===== config.mk =====
export PLATFORM = sky130hd
export DESIGN_NAME = ventilation_sequencer
export DESIGN_NICKNAME = d
export VERILOG_FILES = /design/src/vs_pkg.sv /design/src/vs_step.sv /design/src/ventilation_sequencer.sv
export SDC_FILE = /design/constraint.sdc
export NUM_CORES = 1
export LEC_CHECK = 0
export ABC_AREA = 0
export ABC_CLOCK_PERIOD_IN_PS = 3100
export BUFFER_PORTS_ARGS = -buffer_cell sky130_fd_sc_hd__buf_2
export CORE_ASPECT_RATIO = 0.8
export CORE_MARGIN = 2
export CORE_UTILIZATION = 35
export CTS_CLUSTER_SIZE = 10
export DETAILED_ROUTE_END_ITERATION = 10
export PLACE_DENSITY = 0.58
export SYNTH_ARGS = -nofsm -noshare
export SYNTH_HDL_FRONTEND = slang
export SYNTH_SLANG_ARGS = --single-unit

===== constraint.sdc =====
create_clock -name clk_i -period 3.1 [get_ports clk_i]
set_clock_uncertainty 0.2 [all_clocks]
set_input_delay 0.155 -clock clk_i [delete_from_list [all_inputs] [get_ports clk_i]]
set_output_delay 0.155 -clock clk_i [all_outputs]
set_load 0.05 [all_outputs]

===== src/vs_pkg.sv =====
// vs_pkg: shared types, codes and constants of the ventilation sequencer.
// No dependencies; used by vs_step and ventilation_sequencer.
`default_nettype none

package vs_pkg;

  // Timer width default and configuration widths
  localparam int unsigned TimerBitsDefault = 16;
  localparam int unsigned DelayBits        = 16;
  localparam int unsigned CfgIndexBits     = 2;
  localparam int unsigned SecondsBits      = 16;

  // Configuration register indexes
  localparam logic [CfgIndexBits-1:0] CFG_VALVE_DELAY  = 2'd0;
  localparam logic [CfgIndexBits-1:0] CFG_HEATER_DELAY = 2'd1;

  // Reset values of the delay registers
  localparam logic [DelayBits-1:0] VALVE_DELAY_RST  = 16'd30;
  localparam logic [DelayBits-1:0] HEATER_DELAY_RST = 16'd60;

  // Fan speed codes
  localparam logic [1:0] FAN_OFF  = 2'd0;
  localparam logic [1:0] FAN_LOW  = 2'd1;
  localparam logic [1:0] FAN_HIGH = 2'd2;

  // Heater command codes
  localparam logic [1:0] HEATER_OFF = 2'd0;
  localparam logic [1:0] HEATER_ON  = 2'd1;

  // Event kinds
  typedef enum logic [1:0] {
    KIND_STEP   = 2'd0,
    KIND_TICK   = 2'd1,
    KIND_FAN    = 2'd2,
    KIND_HEATER = 2'd3
  } kind_e;

  // Sequencer states, one-hot
  typedef enum logic [7:0] {
    MODE_STARTING = 8'b0000_0001,
    MODE_RUNNING  = 8'b0000_0010,
    MODE_OPENING  = 8'b0000_0100,
    MODE_CLOSING  = 8'b0000_1000,
    MODE_HSTOP    = 8'b0001_0000,
    MODE_COOLING  = 8'b0010_0000,
    MODE_STOPPING = 8'b0100_0000,
    MODE_STOPPED  = 8'b1000_0000
  } mode_e;

  // Reported mode codes
  localparam logic [2:0] CODE_STARTING = 3'd0;
  localparam logic [2:0] CODE_RUNNING  = 3'd1;
  localparam logic [2:0] CODE_OPENING  = 3'd2;
  localparam logic [2:0] CODE_CLOSING  = 3'd3;
  localparam logic [2:0] CODE_HSTOP    = 3'd4;
  localparam logic [2:0] CODE_COOLING  = 3'd5;
  localparam logic [2:0] CODE_STOPPING = 3'd6;
  localparam logic [2:0] CODE_STOPPED  = 3'd7;

  // Relay levels
  typedef struct packed {
    logic fan;
    logic low;
    logic dir;
    logic motor;
    logic heat;
  } relays_t;

  // Sequencer state except the timer
  typedef struct packed {
    mode_e      mode;
    logic [1:0] fan_applied;
    logic       heater_applied;
    logic [1:0] fan_wanted;
    logic       heater_wanted;
    relays_t    relays;
  } seq_state_t;

  // Encode one-hot state into the reported mode code
  function automatic logic [2:0] mode_code(mode_e m);
    logic [2:0] code;
    unique case (m)
      MODE_STARTING: code = CODE_STARTING;
      MODE_RUNNING:  code = CODE_RUNNING;
      MODE_OPENING:  code = CODE_OPENING;
      MODE_CLOSING:  code = CODE_CLOSING;
      MODE_HSTOP:    code = CODE_HSTOP;
      MODE_COOLING:  code = CODE_COOLING;
      MODE_STOPPING: code = CODE_STOPPING;
      default:       code = CODE_STOPPED;
    endcase
    return code;
  endfunction

endpackage

`default_nettype wire


===== src/vs_step.sv =====
// vs_step: next-state logic of the sequencer for one event.
// Depends on vs_pkg.
`default_nettype none

module vs_step #(
  parameter int unsigned TIMER_BITS = vs_pkg::TimerBitsDefault
) (
  input  vs_pkg::seq_state_t          state_i,
  input  logic [TIMER_BITS-1:0]       count_i,
  input  logic [1:0]                  kind_i,
  input  logic [1:0]                  value_i,
  input  logic [vs_pkg::DelayBits-1:0] valve_delay_i,
  input  logic [vs_pkg::DelayBits-1:0] heater_delay_i,
  output vs_pkg::seq_state_t          state_o,
  output logic [TIMER_BITS-1:0]       count_o
);

  localparam logic [TIMER_BITS-1:0] TimerMax = {TIMER_BITS{1'b1}};

  // Delay loaded into the timer, saturated at the timer's maximum
  function automatic logic [TIMER_BITS-1:0] sat_load(logic [vs_pkg::DelayBits-1:0] d);
    logic [32:0] ext;
    logic [32:0] top;
    ext = 33'(d);
    top = 33'(TimerMax);
    return (ext > top) ? TimerMax : ext[TIMER_BITS-1:0];
  endfunction

  // Apply a fan speed; fan off is held back while the heater is on
  function automatic vs_pkg::seq_state_t drive_fan(vs_pkg::seq_state_t s, logic [1:0] speed);
    vs_pkg::seq_state_t r;
    r = s;
    r.fan_applied = speed;
    case (speed)
      vs_pkg::FAN_OFF: begin
        if (!s.heater_applied) begin
          r.relays.low = 1'b0;
          r.relays.fan = 1'b0;
        end
      end
      vs_pkg::FAN_LOW: begin
        r.relays.fan = 1'b1;
        r.relays.low = 1'b1;
      end
      vs_pkg::FAN_HIGH: begin
        r.relays.fan = 1'b1;
        r.relays.low = 1'b0;
      end
      default: ;
    endcase
    return r;
  endfunction

  logic [TIMER_BITS-1:0] valve_load;
  logic [TIMER_BITS-1:0] heater_load;
  logic                  count_zero;
  logic                  fan_req;

  assign valve_load  = sat_load(valve_delay_i);
  assign heater_load = sat_load(heater_delay_i);
  assign count_zero  = (count_i == '0);
  assign fan_req     = (state_i.fan_wanted != vs_pkg::FAN_OFF);

  // Event handling
  always_comb begin
    vs_pkg::seq_state_t s;
    logic [TIMER_BITS-1:0] c;
    s = state_i;
    c = count_i;
    case (vs_pkg::kind_e'(kind_i))
      vs_pkg::KIND_STEP: begin
        unique case (state_i.mode)
          vs_pkg::MODE_STOPPED: begin
            if (fan_req) s.mode = vs_pkg::MODE_STARTING;
          end
          vs_pkg::MODE_STARTING: begin
            s.relays.dir   = 1'b1;
            s.relays.motor = 1'b1;
            c              = valve_load;
            s.mode         = vs_pkg::MODE_OPENING;
          end
          vs_pkg::MODE_OPENING: begin
            if (count_zero) begin
              s.relays.motor   = 1'b0;
              s.relays.dir     = 1'b0;
              s                = drive_fan(s, state_i.fan_wanted);
              s.heater_applied = state_i.heater_wanted;
              s.relays.heat    = state_i.heater_wanted;
              s.mode           = vs_pkg::MODE_RUNNING;
            end else if (!fan_req) begin
              s.mode = vs_pkg::MODE_CLOSING;
            end
          end
          vs_pkg::MODE_RUNNING: begin
            if (!fan_req) begin
              s.mode = vs_pkg::MODE_STOPPING;
            end else begin
              if (state_i.fan_applied != state_i.fan_wanted) begin
                s = drive_fan(s, state_i.fan_wanted);
              end
              if (state_i.heater_applied != state_i.heater_wanted) begin
                if (!state_i.heater_wanted) begin
                  s.mode = vs_pkg::MODE_HSTOP;
                end else begin
                  s.heater_applied = state_i.heater_wanted;
                  s.relays.heat    = state_i.heater_wanted;
                end
              end
            end
          end
          vs_pkg::MODE_STOPPING: begin
            if (state_i.heater_applied) begin
              s.mode = vs_pkg::MODE_HSTOP;
            end else begin
              s              = drive_fan(s, vs_pkg::FAN_OFF);
              s.relays.dir   = 1'b0;
              s.relays.motor = 1'b1;
              s.mode         = vs_pkg::MODE_CLOSING;
              c              = valve_load;
            end
          end
          vs_pkg::MODE_HSTOP: begin
            s.relays.heat = 1'b0;
            c             = heater_load;
            s.mode        = vs_pkg::MODE_COOLING;
          end
          vs_pkg::MODE_COOLING: begin
            if (count_zero) begin
              s.heater_applied = 1'b0;
              s.mode           = vs_pkg::MODE_RUNNING;
              c                = valve_load;
            end else begin
              if (state_i.fan_applied != state_i.fan_wanted) begin
                s = drive_fan(s, state_i.fan_wanted);
              end
              if (state_i.heater_wanted && fan_req) begin
                s.mode = vs_pkg::MODE_OPENING;
                c      = '0;
              end
            end
          end
          vs_pkg::MODE_CLOSING: begin
            if (count_zero) begin
              s.relays.motor = 1'b0;
              s.relays.dir   = 1'b0;
              s.mode         = vs_pkg::MODE_STOPPED;
            end else if (fan_req) begin
              s.mode = vs_pkg::MODE_STARTING;
            end
          end
          default: ;
        endcase
      end
      // Timer tick, saturating at zero
      vs_pkg::KIND_TICK: begin
        if (!count_zero) c = count_i - TIMER_BITS'(1);
      end
      // Fan command; speeds above high are dropped
      vs_pkg::KIND_FAN: begin
        if (value_i <= vs_pkg::FAN_HIGH) s.fan_wanted = value_i;
      end
      // Heater command; codes above on are dropped
      default: begin
        if (value_i <= vs_pkg::HEATER_ON) s.heater_wanted = value_i[0];
      end
    endcase
    state_o = s;
    count_o = c;
  end

endmodule

`default_nettype wire


===== src/ventilation_sequencer.sv =====
// ventilation_sequencer: top level of the fan / valve / heater sequencer.
// Depends on vs_pkg and vs_step.
//
//  channel | signals                                                | direction
//  --------+--------------------------------------------------------+----------
//  in      | in_valid_i, in_ready_o, kind_i, value_i                | input
//  out     | out_valid_o, out_ready_i, relay/mode/timer             | output
//  cfg     | cfg_valid_i, cfg_ready_o, cfg_index_i, cfg_data_i      | input
//
// One event per cycle unless stalled. Each transfer updates the state registers
// in the same cycle; those registers are the result shown on the next cycle.
// A new event is taken while the previous result is being taken, so the
// output side alone sets the pace. Reset puts the sequencer in stopped
// with all relays off and the delays at 30 s and 60 s. Config is always ready.
`default_nettype none

module ventilation_sequencer #(
  parameter int unsigned TIMER_BITS = vs_pkg::TimerBitsDefault
) (
  input  logic                            clk_i,
  input  logic                            rst_ni,
  // event input
  input  logic                            in_valid_i,
  output logic                            in_ready_o,
  input  logic [1:0]                      kind_i,
  input  logic [1:0]                      value_i,
  // result output
  output logic                            out_valid_o,
  input  logic                            out_ready_i,
  output logic                            fan_drive_o,
  output logic                            fan_low_drive_o,
  output logic                            valve_direction_o,
  output logic                            valve_motor_o,
  output logic                            heater_drive_o,
  output logic [2:0]                      mode_o,
  output logic [vs_pkg::SecondsBits-1:0]  seconds_left_o,
  // configuration writes
  input  logic                            cfg_valid_i,
  output logic                            cfg_ready_o,
  input  logic [vs_pkg::CfgIndexBits-1:0] cfg_index_i,
  input  logic [vs_pkg::DelayBits-1:0]    cfg_data_i
);

  vs_pkg::seq_state_t              state_q, state_d;
  logic [TIMER_BITS-1:0]           count_q, count_d;
  logic                            out_valid_q;
  logic [vs_pkg::DelayBits-1:0]    valve_delay_q;
  logic [vs_pkg::DelayBits-1:0]    heater_delay_q;
  logic                            in_xfer;
  logic [32:0]                     count_ext;

  assign in_ready_o  = !out_valid_q || out_ready_i;
  assign in_xfer     = in_valid_i && in_ready_o;
  assign cfg_ready_o = 1'b1;

  // Next state for the event on the input
  vs_step #(
    .TIMER_BITS(TIMER_BITS)
  ) u_step (
    .state_i        (state_q),
    .count_i        (count_q),
    .kind_i         (kind_i),
    .value_i        (value_i),
    .valve_delay_i  (valve_delay_q),
    .heater_delay_i (heater_delay_q),
    .state_o        (state_d),
    .count_o        (count_d)
  );

  // State and result registers
  always_ff @(posedge clk_i or negedge rst_ni) begin
    if (!rst_ni) begin
      state_q.mode           <= vs_pkg::MODE_STOPPED;
      state_q.fan_applied    <= vs_pkg::FAN_OFF;
      state_q.heater_applied <= 1'b0;
      state_q.fan_wanted     <= vs_pkg::FAN_OFF;
      state_q.heater_wanted  <= 1'b0;
      state_q.relays         <= '0;
      count_q                <= '0;
      out_valid_q            <= 1'b0;
    end else begin
      if (in_xfer) begin
        state_q <= state_d;
        count_q <= count_d;
      end
      if (in_ready_o) out_valid_q <= in_valid_i;
    end
  end

  // Delay registers
  always_ff @(posedge clk_i or negedge rst_ni) begin
    if (!rst_ni) begin
      valve_delay_q  <= vs_pkg::VALVE_DELAY_RST;
      heater_delay_q <= vs_pkg::HEATER_DELAY_RST;
    end else if (cfg_valid_i) begin
      unique case (cfg_index_i)
        vs_pkg::CFG_VALVE_DELAY:  valve_delay_q  <= cfg_data_i;
        vs_pkg::CFG_HEATER_DELAY: heater_delay_q <= cfg_data_i;
        default: ;
      endcase
    end
  end

  // Result fields
  assign count_ext         = 33'(count_q);
  assign out_valid_o       = out_valid_q;
  assign fan_drive_o       = state_q.relays.fan;
  assign fan_low_drive_o   = state_q.relays.low;
  assign valve_direction_o = state_q.relays.dir;
  assign valve_motor_o     = state_q.relays.motor;
  assign heater_drive_o    = state_q.relays.heat;
  assign mode_o            = vs_pkg::mode_code(state_q.mode);
  assign seconds_left_o    = count_ext[vs_pkg::SecondsBits-1:0];

endmodule

`default_nettype wire

==> metrics.txt, run 1 <==
startpoint types=flop; clk_lat worst skew=between 0.3 and 0.4 ns; Clock power frac=roughly a quarter; critical path's slowest cell=or4_4; Area after DPL=between 4000 and 5000 µm²; P_int=between 0.002 and 0.0025 W; Cell Chain, Critical Path=inv_2 > ha_1 > or3b_1 > or4_4 > a221oi_4 > o221ai_1 > nor3_2 > buf_4 > a22o_1; max_slew headroom=about two fifths; Antenna Violating Nets Remaining=0; Worst Hold Endpoint=out_valid_o; status=finished clean; DP Wirelength=between 7000 and 8000 µm; Mapped Nets=about 420; I/O pin cnt=54; initial antenna violation count=0; drt drc=0; Commonest cells post-synth=dfrtp_1 (59), mux2_2 (37), a21oi_1 (33); Die ar.=12160 µm²; met3 wire length=around 740 µm; buffers plus inverters on the worst setup path=2; final instance area=approximately 5000 µm²; Yosys reg bits=between 60 and 70; ant diodes=0; RePlAce Congestion=approximately 0.91; Filler Cell Count=between 1k and 1.5k; RSZ-0062 raised after global routing=true; area leader, netlist=dfrtp_1; worst vdd rail ir drop=~0.00038 V; switch share=a little over two fifths; r2r startpoint=seconds_left_o[0]; CP max stage delay=0.59 ns; r2r worst-path depth=9; die width=122.8 µm; Buffers on Ports=52; drt first pass iters=4; Total GRT Usage=around 19%; Comb pwr share=39.9%; CTS tree=yes; largest net degree at the start of global routing=between 60 and 70; Met1 Wirelength=around 5400 µm; clock slew at reported path FFs=roughly 0.060 ns; max layer used=met4; power per cell area=slightly above 800 nW/µm²; Setup TNS=0 ns; via count of the routed design=around 3.5k; most common cell in the netlist=dfrtp_1; # rows=34; max cap viols=0; Synth area leaders=dfrtp_1 (37%), mux2_2 (11%), dfstp_2 (6.0%), a21oi_1 (4.2%), ha_1 (2.5%); actual slew at the worst max-slew pin=about 0.9 ns; Max clock buf depth=2; crit end category=flop; sequential fraction of the synthesis area=between 40% and 50%; Initial Utilization=a little over a third; wire length per cell=around 18 µm; core area=roughly 11000 µm²; Clock Sinks=roughly 70; fin crit share=slightly below 100%; total chip power=around 0.0041 W; DRT Wirelength=11170 µm; fin crit period=~3 ns; Async SR Flop Fraction=100.0%; post-DR vias/cell=approximately 5.7; max frequency=between 300 and 400 MHz; Max Slew Vio Count=0; flop2flop setup slack=approximately 0.091 ns; Critical Path RT=3.16 ns; Psw=between 0.0015 and 0.002 W; routed wl met2=4901 µm; HP Start=out_ready_i; Synth Flop Type=dfrtp_1; Post-Syn Instances=approximately 390; hold path cells=3; synth warn=0; vias in the first global route=around 3.5k; count of final setup violators=0; Post-synth EDFFs=0; Mapped Area=roughly 4000 µm²; Root Buffer=clkbuf_16; initial drt markers=just under 300; syn_area_per_cell=between 10 and 15 µm²; CTS buffer count=9; layout cell share with drive strength beyond 1=about 33%; first-pass GRT wire length=~18000 µm; Reg2Reg Capture Point=state_q[15]; Post-layout nets=503; HP Class=input port to flop; sequential share of power=around a third; CP max FO=7; Static Leak=about 2.1 nW; top-area cell type share of the netlist area=between 30 and 40%; CTS HTree Levels=3; final hold vios=0; Arr. time, crit path=3.07 ns; post-synth cell types=66; Top delay family on crit path=simple AND/OR/NAND/NOR gates; global route overflow=0; synthesis-to-finish area growth=26.37%; CP Class=flop to flop; die height=around 100 µm
## routing by layer
layer / track usage, % / vias to the layer above
met1: 28.75 / 1739
met5: 0 / -
met2: 27.79 / 130
met3: 4.514 / 16
met4: 5.482 / 0
li1: - / 1656
## state kept, by name (all words and copies together), names as in the netlist
name               flops
valve_direction_o      1
out_valid_o            1
fan_drive_o            1
heater_drive_o         1
valve_motor_o          1
heater_delay_q        16
state_q               14
seconds_left_o        16
valve_delay_q         16
fan_low_drive_o        1
## cell type report
| class | instances | area [µm²] | area share (%) |
|---|---|---|---|
| repair buffers | 94 | 638.1 | 12.78 |
| well taps | 144 | 180.2 | 3.607 |
| inverters | 12 | 45.04 | 0.9018 |
| flip-flops and latches | 68 | 1715 | 34.34 |
| clock buffers | 12 | 256.5 | 5.135 |
| multi-input cells | 283 | 2112 | 42.28 |
| clock inverters | 4 | 47.55 | 0.9519 |
## how the worst max path moves through the flow
stage | slack [ns] | to | depth (start not counted) | startpoint
global placement | 0.16 | seconds_left_o[11] | 8 | seconds_left_o[0]
CTS | 0.06 | seconds_left_o[11] | 8 | seconds_left_o[0]
detailed placement | 0.09 | seconds_left_o[11] | 8 | seconds_left_o[0]
floorplan | 0.01 | state_q[11] | 10 | seconds_left_o[0]
finish | 0.09 | state_q[15] | 9 | seconds_left_o[0]
global route | -0.01 | state_q[15] | 9 | seconds_left_o[0]
## power by group through the flow
| stage | Combinational [W] | Clock, W | Sequential, W |
|---|---|---|---|
| 2_1_floorplan | 0.000745 | 0 | 0.00176 |
| 3_3_place_gp | 0.00157 | 0 | 0.00138 |
| 3_5_place_dp | 0.00159 | 0 | 0.00140 |
| 4_1_cts | 0.00161 | 0.00106 | 0.00139 |
| 5_1_grt | 0.00175 | 0.00111 | 0.00143 |
| 6_report | 0.00162 | 0.00104 | 0.00139 |
## tightest hold or removal path: stages
cell and delay, ns:
buf_2 0.07, nand2b_1 0.19, nand2b_1 0.07
## per-stage QoR
stage / cells / setup slack, ns / hold slack [ns] / util [%]
finish: 617 / 0.09122 / 0.01187 / 45.69
CTS: 616 / 0.06128 / 0.009580 / 45.40
global placement: 580 / 0.1586 / 0.1988 / 40.79
global route: 617 / -0.009845 / 0.04779 / 45.69
floorplan: 387 / 0.01123 / -0.3406 / -
detailed placement: 580 / 0.09192 / 0.1991 / 40.79
## cell usage in the layout, fill, tap and decap left out, types with 5 or more instances in the layout
cell type / instances
buf_4: 21
a221o_1: 5
or3_1: 6
ha_1: 8
dfstp_2: 9
o21ai_0: 16
buf_2: 52
nand2b_1: 7
a21oi_1: 33
mux2_2: 37
a221oi_1: 10
nor2_1: 17
nor3_1: 10
clkbuf_16: 9
nand2_1: 21
nand3_1: 9
inv_1: 11
dlygate4sd3_1: 20
a22o_1: 6
a31oi_1: 8
a41oi_1: 5
nand4_1: 5
a31o_1: 5
dfrtp_1: 57
## logic make-up (layout without fill, tap and decap cells)
family | Yosys count | count (layout) | synth area share [%]
compound gates | 121 | 121 | 21.97
simple gates | 111 | 111 | 16.43
flops | 68 | 68 | 43.34
mux | 38 | 38 | 10.79
buf+inv | 36 | 122 | 3.957
fa+ha+maj | 8 | 8 | 2.533
xor+xnor | 4 | 4 | 0.8863
other cells | 1 | 1 | 0.09488
## what timing repair did
item,4_1_cts,5_1_grt
hold buffers,20,0
setup buffers,0,1
gates resized for setup,0,4
hold endpoints to repair,95,0
endpoints found under the setup margin,0,18
No activity file was read; power rests on OpenSTA's default activity.
==> inputs of run 2 (changes only) <==
CORE_MARGIN = 3   (was 2)
CTS_CLUSTER_DIAMETER = 150   (was not set)
==> metrics.txt, run 2 (synthesized netlist as in run 1, its figures left out) <==
wire length per cell=17.88 µm (-1.3%); Cell Chain, Critical Path=inv_2 > ha_2 > or3b_4 > or4_4 > a221oi_4 > o221a_4 > nand2_1 > o32a_1; count of final setup violators=0 (unchanged); max_slew headroom=40.98% (+0.95 points); clk_lat worst skew=0.34 ns (about the same); max frequency=332.7 MHz (+0.10%); initial drt markers=191 (-34%); worst slack, placed=0.1019 ns (+0.009951 ns); final hold vios=0 (unchanged); Total GRT Usage=18.52% (-0.79 points); post-DR vias/cell=5.730 (-0.16%); Core Util, Final=46.20% (+0.51 points); # rows=34 (unchanged); worst setup margin=0.09432 ns (+0.003102 ns); vias in the first global route=3496 (-0.68%); CP max stage delay=0.61 ns (+0.02 ns); global route overflow=0 (unchanged); Max clock buf depth=2 (unchanged); critical path's slowest cell=or4_4; Buffers on Ports=52 (unchanged); buffers plus inverters on the worst setup path=1 (-1); Static Leak=2.142 nW (+1.2%); RePlAce Congestion=0.9226 (+1.2%); drt first pass iters=5 (+1); Critical Path RT=3.12 ns (-0.04 ns); initial antenna violation count=0 (unchanged); CP max FO=7 (unchanged); DRT Wirelength=11180 µm (about the same); Root Buffer=clkbuf_16; max cap viols=0 (unchanged); Setup TNS=0 ns (unchanged); die width=124.8 µm (+1.6%); status=finished clean; CP Depth=8 (-1); HP Class=input port to flop; final instance area=5051 µm² (+1.1%); Clock Sinks=68 (unchanged); first-pass GRT wire length=18610 µm (+1.2%); Die ar.=12610 µm² (+3.7%); synthesis-to-finish area growth=27.79%; final hold slack=0.2095 ns (+0.1976 ns); Antenna Violating Nets Remaining=0 (unchanged); crit end category=flop; hold path cells=5 (+2); Initial Utilization=36.15% (unchanged); core area=10930 µm² (unchanged); CTS tree=yes; Arr. time, crit path=3.03 ns (-0.04 ns); fin crit period=3.006 ns (-0.003102 ns); via count of the routed design=3581 (+1.1%); CP Class=flop to flop; I/O pin cnt=54 (unchanged); actual slew at the worst max-slew pin=0.8826 ns (-0.01417 ns); fin crit share=96.96% (-0.10 points); Top delay family on crit path=simple AND/OR/NAND/NOR gates; CTS buffer count=9 (unchanged); clock slew at reported path FFs=0.06 ns (about the same); ant diodes=0 (unchanged); CTS HTree Levels=3 (unchanged); drt drc=0 (unchanged); r2r worst-path depth=8 (-1); startpoint types=flop; most frequent cells in the layout=dfrtp_1 (57), buf_2 (52), mux2_2 (37); power per cell area=809.6 nW/µm² (-0.32%); layout cell share with drive strength beyond 1=34.10% (+1.1 points); Post-layout nets=511 (+1.6%); Max Slew Vio Count=0 (unchanged); Area after DPL=4469 µm² (+0.22%); die height=101.1 µm (+2.0%); commonest non-fill, non-tap cell in the layout=dfrtp_1; largest net degree at the start of global routing=44 (-36%); DP Wirelength=8333 µm (+6.1%); worst vdd rail ir drop=0.0003788 V (about the same)
## run 2: worst reg2reg max path: stages, from the launching register on
cell      delay [ns]
dfrtp_2         0.41
inv_2           0.07
ha_2            0.18
or3b_4          0.38
or4_4           0.61
a221oi_4        0.37
o221a_4         0.25
nand2_1         0.08
o32a_1          0.34
## run 2: repair_timing
action                     in CTS  in global routing
hold buffers                   21                  0
gates resized for setup         0                  5
hold endpoints to repair       59                  0
buffers inserted                0                  5
setup endpoints to repair       0                  8
## run 2: metal layers
metal,wire (µm),vias to the layer above,GRT usage (%)
li1,-,1677,-
met1,5447,1759,26.82
met2,4723,130,25.96
met3,817,15,6.038
met4,187,0,6.167
met5,0,-,0
## run 2: final timing paths
path / start / endpoint / slack, ns
setup / recovery: seconds_left_o[0] / state_q[11] / 0.09
hold / removal: kind_i[1] / state_q[5] / 0.21
setup reg to reg: seconds_left_o[0] / state_q[11] / 0.09
hold reg to reg: heater_delay_q[0] / heater_delay_q[0] / 0.31
max in group asynchronous: rst_ni / state_q[18] / 1.66
min in group asynchronous: rst_ni / valve_delay_q[7] / 0.22
## run 2: cell type report
| type | instances | area [µm²] |
|---|---|---|
| fillers | 1041 | 5882 |
| clock inverters | 6 | 63.81 |
| flip-flops and latches | 68 | 1715 |
| repair buffers | 102 | 688.2 |
| clock buffers | 10 | 239.0 |
| inverters | 12 | 45.04 |
| well taps | 144 | 180.2 |
| multi-input cells | 283 | 2120 |
## run 2: report_power, final
part | total (W) | internal [W] | switching, W
logic | 0.00166 | 0.000550 | 0.00111
clock network | 0.00103 | 0.000642 | 0.000392
registers | 0.00140 | 0.00114 | 0.000255
## run 2: metrics by stage
stage	power, W	std cells
3_5_place_dp	0.002996	583
4_1_cts	0.004062	620
2_1_floorplan	0.002504	387
6_report	0.004089	625
5_1_grt	0.004320	625
3_3_place_gp	0.002971	583
==> inputs of run 3 (changes only) <==
CAP_MARGIN = 20   (was not set)
PLACE_DENSITY = not set   (was 0.58)
PLACE_DENSITY_LB_ADDON = 0.3   (was not set)
==> metrics.txt, run 3 (synthesized netlist as in run 1, its figures left out) <==
crit end category=flop; Post-layout nets=502 (-1.8%); final hold slack=-0.001510 ns (-0.2110 ns); CP Class=flop to flop; Area after DPL=4459 µm² (-0.22%); max cap viols=0 (unchanged); Multi-input gate area=2115 µm² (-0.24%); fin crit share=95.81% (-1.1 points); # Post-CTS Setup Buffers=0 (unchanged); CTS HTree Levels=3 (unchanged); sequential share of power=35.0% (+0.9 points); startpoint types=flop; ant diodes=0 (unchanged); worst vdd rail ir drop=0.0003745 V (-1.1%); Clock power frac=24.2% (-1.1 points); Clock Sinks=68 (unchanged); post-DR vias/cell=5.718 (-0.21%); register area=1715 µm² (unchanged); Comb pwr share=40.8% (+0.2 points); drt first pass iters=4 (-1); clock slew at reported path FFs=0.06 ns (about the same); largest net degree at the start of global routing=44 (unchanged); global route overflow=0 (unchanged); I/O pin cnt=54 (unchanged); switch share=43.91% (+0.98 points); Root Buffer=clkbuf_16; actual slew at the worst max-slew pin=0.8926 ns (+0.009987 ns); Max Slew Vio Count=0 (unchanged); max_slew headroom=40.32% (-0.67 points); Critical Path RT=3.15 ns (+0.03 ns); buffers plus inverters on the worst setup path=2 (+1); clk_lat worst skew=0.33 ns (about the same); status=finished with violations; layout cell share with drive strength beyond 1=32.84% (-1.3 points); count of final setup violators=0 (unchanged); vias in the first global route=3513 (+0.49%); drt drc=0 (unchanged); CP max FO=15 (+8); Core Util, Final=45.41% (-0.79 points); Initial Utilization=36.15% (unchanged); total chip power=0.003981 W (-2.6%); die width=124.8 µm (unchanged); HP Class=input port to flop; P_int=0.002233 W (-4.3%); via count of the routed design=3522 (-1.6%); Filler Cell Count=1030 (-1.1%); Psw=0.001748 W (-0.44%); fin crit period=2.970 ns (-0.03559 ns); Antenna Violating Nets Remaining=0 (unchanged); Cell Chain, Critical Path=inv_2 > ha_1 > or3b_4 > or4_4 > o31ai_4 > buf_12 > a221oi_1 > a31o_2 > a21oi_1; Top delay family on crit path=simple AND/OR/NAND/NOR gates; CTS buffer count=9 (unchanged); Buffers on Ports=52 (unchanged); synthesis-to-finish area growth=25.61%; Die ar.=12610 µm² (unchanged); failing checks=hold timing; die height=101.1 µm (unchanged); # rows=34 (unchanged); Static Leak=2.103 nW (-1.8%); CTS tree=yes; DRT Wirelength=11180 µm (about the same); Arr. time, crit path=3.02 ns (about the same); final hold vios=1 (+1); power per cell area=801.9 nW/µm² (-0.96%); critical path's slowest cell=or4_4; Total GRT Usage=18.26% (-0.26 points); Setup TNS=0 ns (unchanged); RePlAce Congestion=0.8955 (-2.9%); final instance area=4965 µm² (-1.7%); Max clock buf depth=2 (unchanged); CP max stage delay=0.58 ns (-0.03 ns); most frequent cells in the layout=dfrtp_1 (57), buf_2 (52), mux2_2 (37); first-pass GRT wire length=18690 µm (+0.41%); max frequency=336.7 MHz (+1.2%); core area=10930 µm² (unchanged); initial drt markers=215 (+13%); DP Wirelength=8064 µm (-3.2%); wire length per cell=18.14 µm (+1.5%); initial antenna violation count=0 (unchanged); commonest non-fill, non-tap cell in the layout=dfrtp_1
==> run 3: final timing paths <==
| check | from | to | slack, ns | depth (start not counted) |
|---|---|---|---|---|
| max in group asynchronous | rst_ni | state_q[18] | 1.69 | 3 |
| worst max register to register | seconds_left_o[0] | seconds_left_o[9] | 0.13 | 9 |
| worst min-delay path | out_ready_i | out_valid_o | -0.002 | 3 |
| min in group asynchronous | rst_ni | heater_delay_q[11] | 0.21 | 2 |
| worst max-delay path | seconds_left_o[0] | seconds_left_o[9] | 0.13 | 9 |
| worst min register to register | fan_low_drive_o | fan_low_drive_o | 0.30 | 1 |
==> run 3: cell type report <==
type	count	share of cell area [%]
multi-input combinational	283	42.59
sequential	68	34.55
timing repair buffer	93	12.70
clock buffer	10	4.814
tap	144	3.629
inverter	12	0.9073
clock inverter	6	0.8065
==> run 3: tightest hold or removal path, delay by kind of cell <==
family	cells	cell delay, ns
buffers and inverters	1	0.07
AND/OR/NAND/NOR	2	0.26
==> run 3: stage by stage <==
stage	worst slack (ns)	hold WS, ns	std cells
floorplan	0.01123	-0.3406	387
global placement	0.1415	0.01104	580
detailed placement	0.04287	0.02364	580
CTS	0.008420	0.002387	616
global route	-0.0001403	0.04214	616
finish	0.1299	-0.001510	616
==> run 3: per-layer routing <==
metal	GRT usage [%]	vias to the layer above	share of wire, %
met5	0	-	0
met4	4.000	0	1.2
met3	4.237	13	5.5
met2	26.54	117	43
met1	27.61	1744	50
li1	-	1648	-
==> run 3: power by group through the flow <==
stage               clock network [W]  logic, W  registers [W]
global route                  0.00102   0.00175        0.00144
finish                       0.000963   0.00162        0.00139
floorplan                           0  0.000745        0.00176
detailed placement                  0   0.00159        0.00140
CTS                          0.000982   0.00161        0.00139
global placement                    0   0.00158        0.00139
==> run 3: repair_timing <==
| item | CTS | global route |
|---|---|---|
| hold buffers | 20 | 0 |
| setup endpoints to repair | 0 | 23 |
| resized for setup | 0 | 4 |
| endpoints found under the hold margin | 55 | 0 |
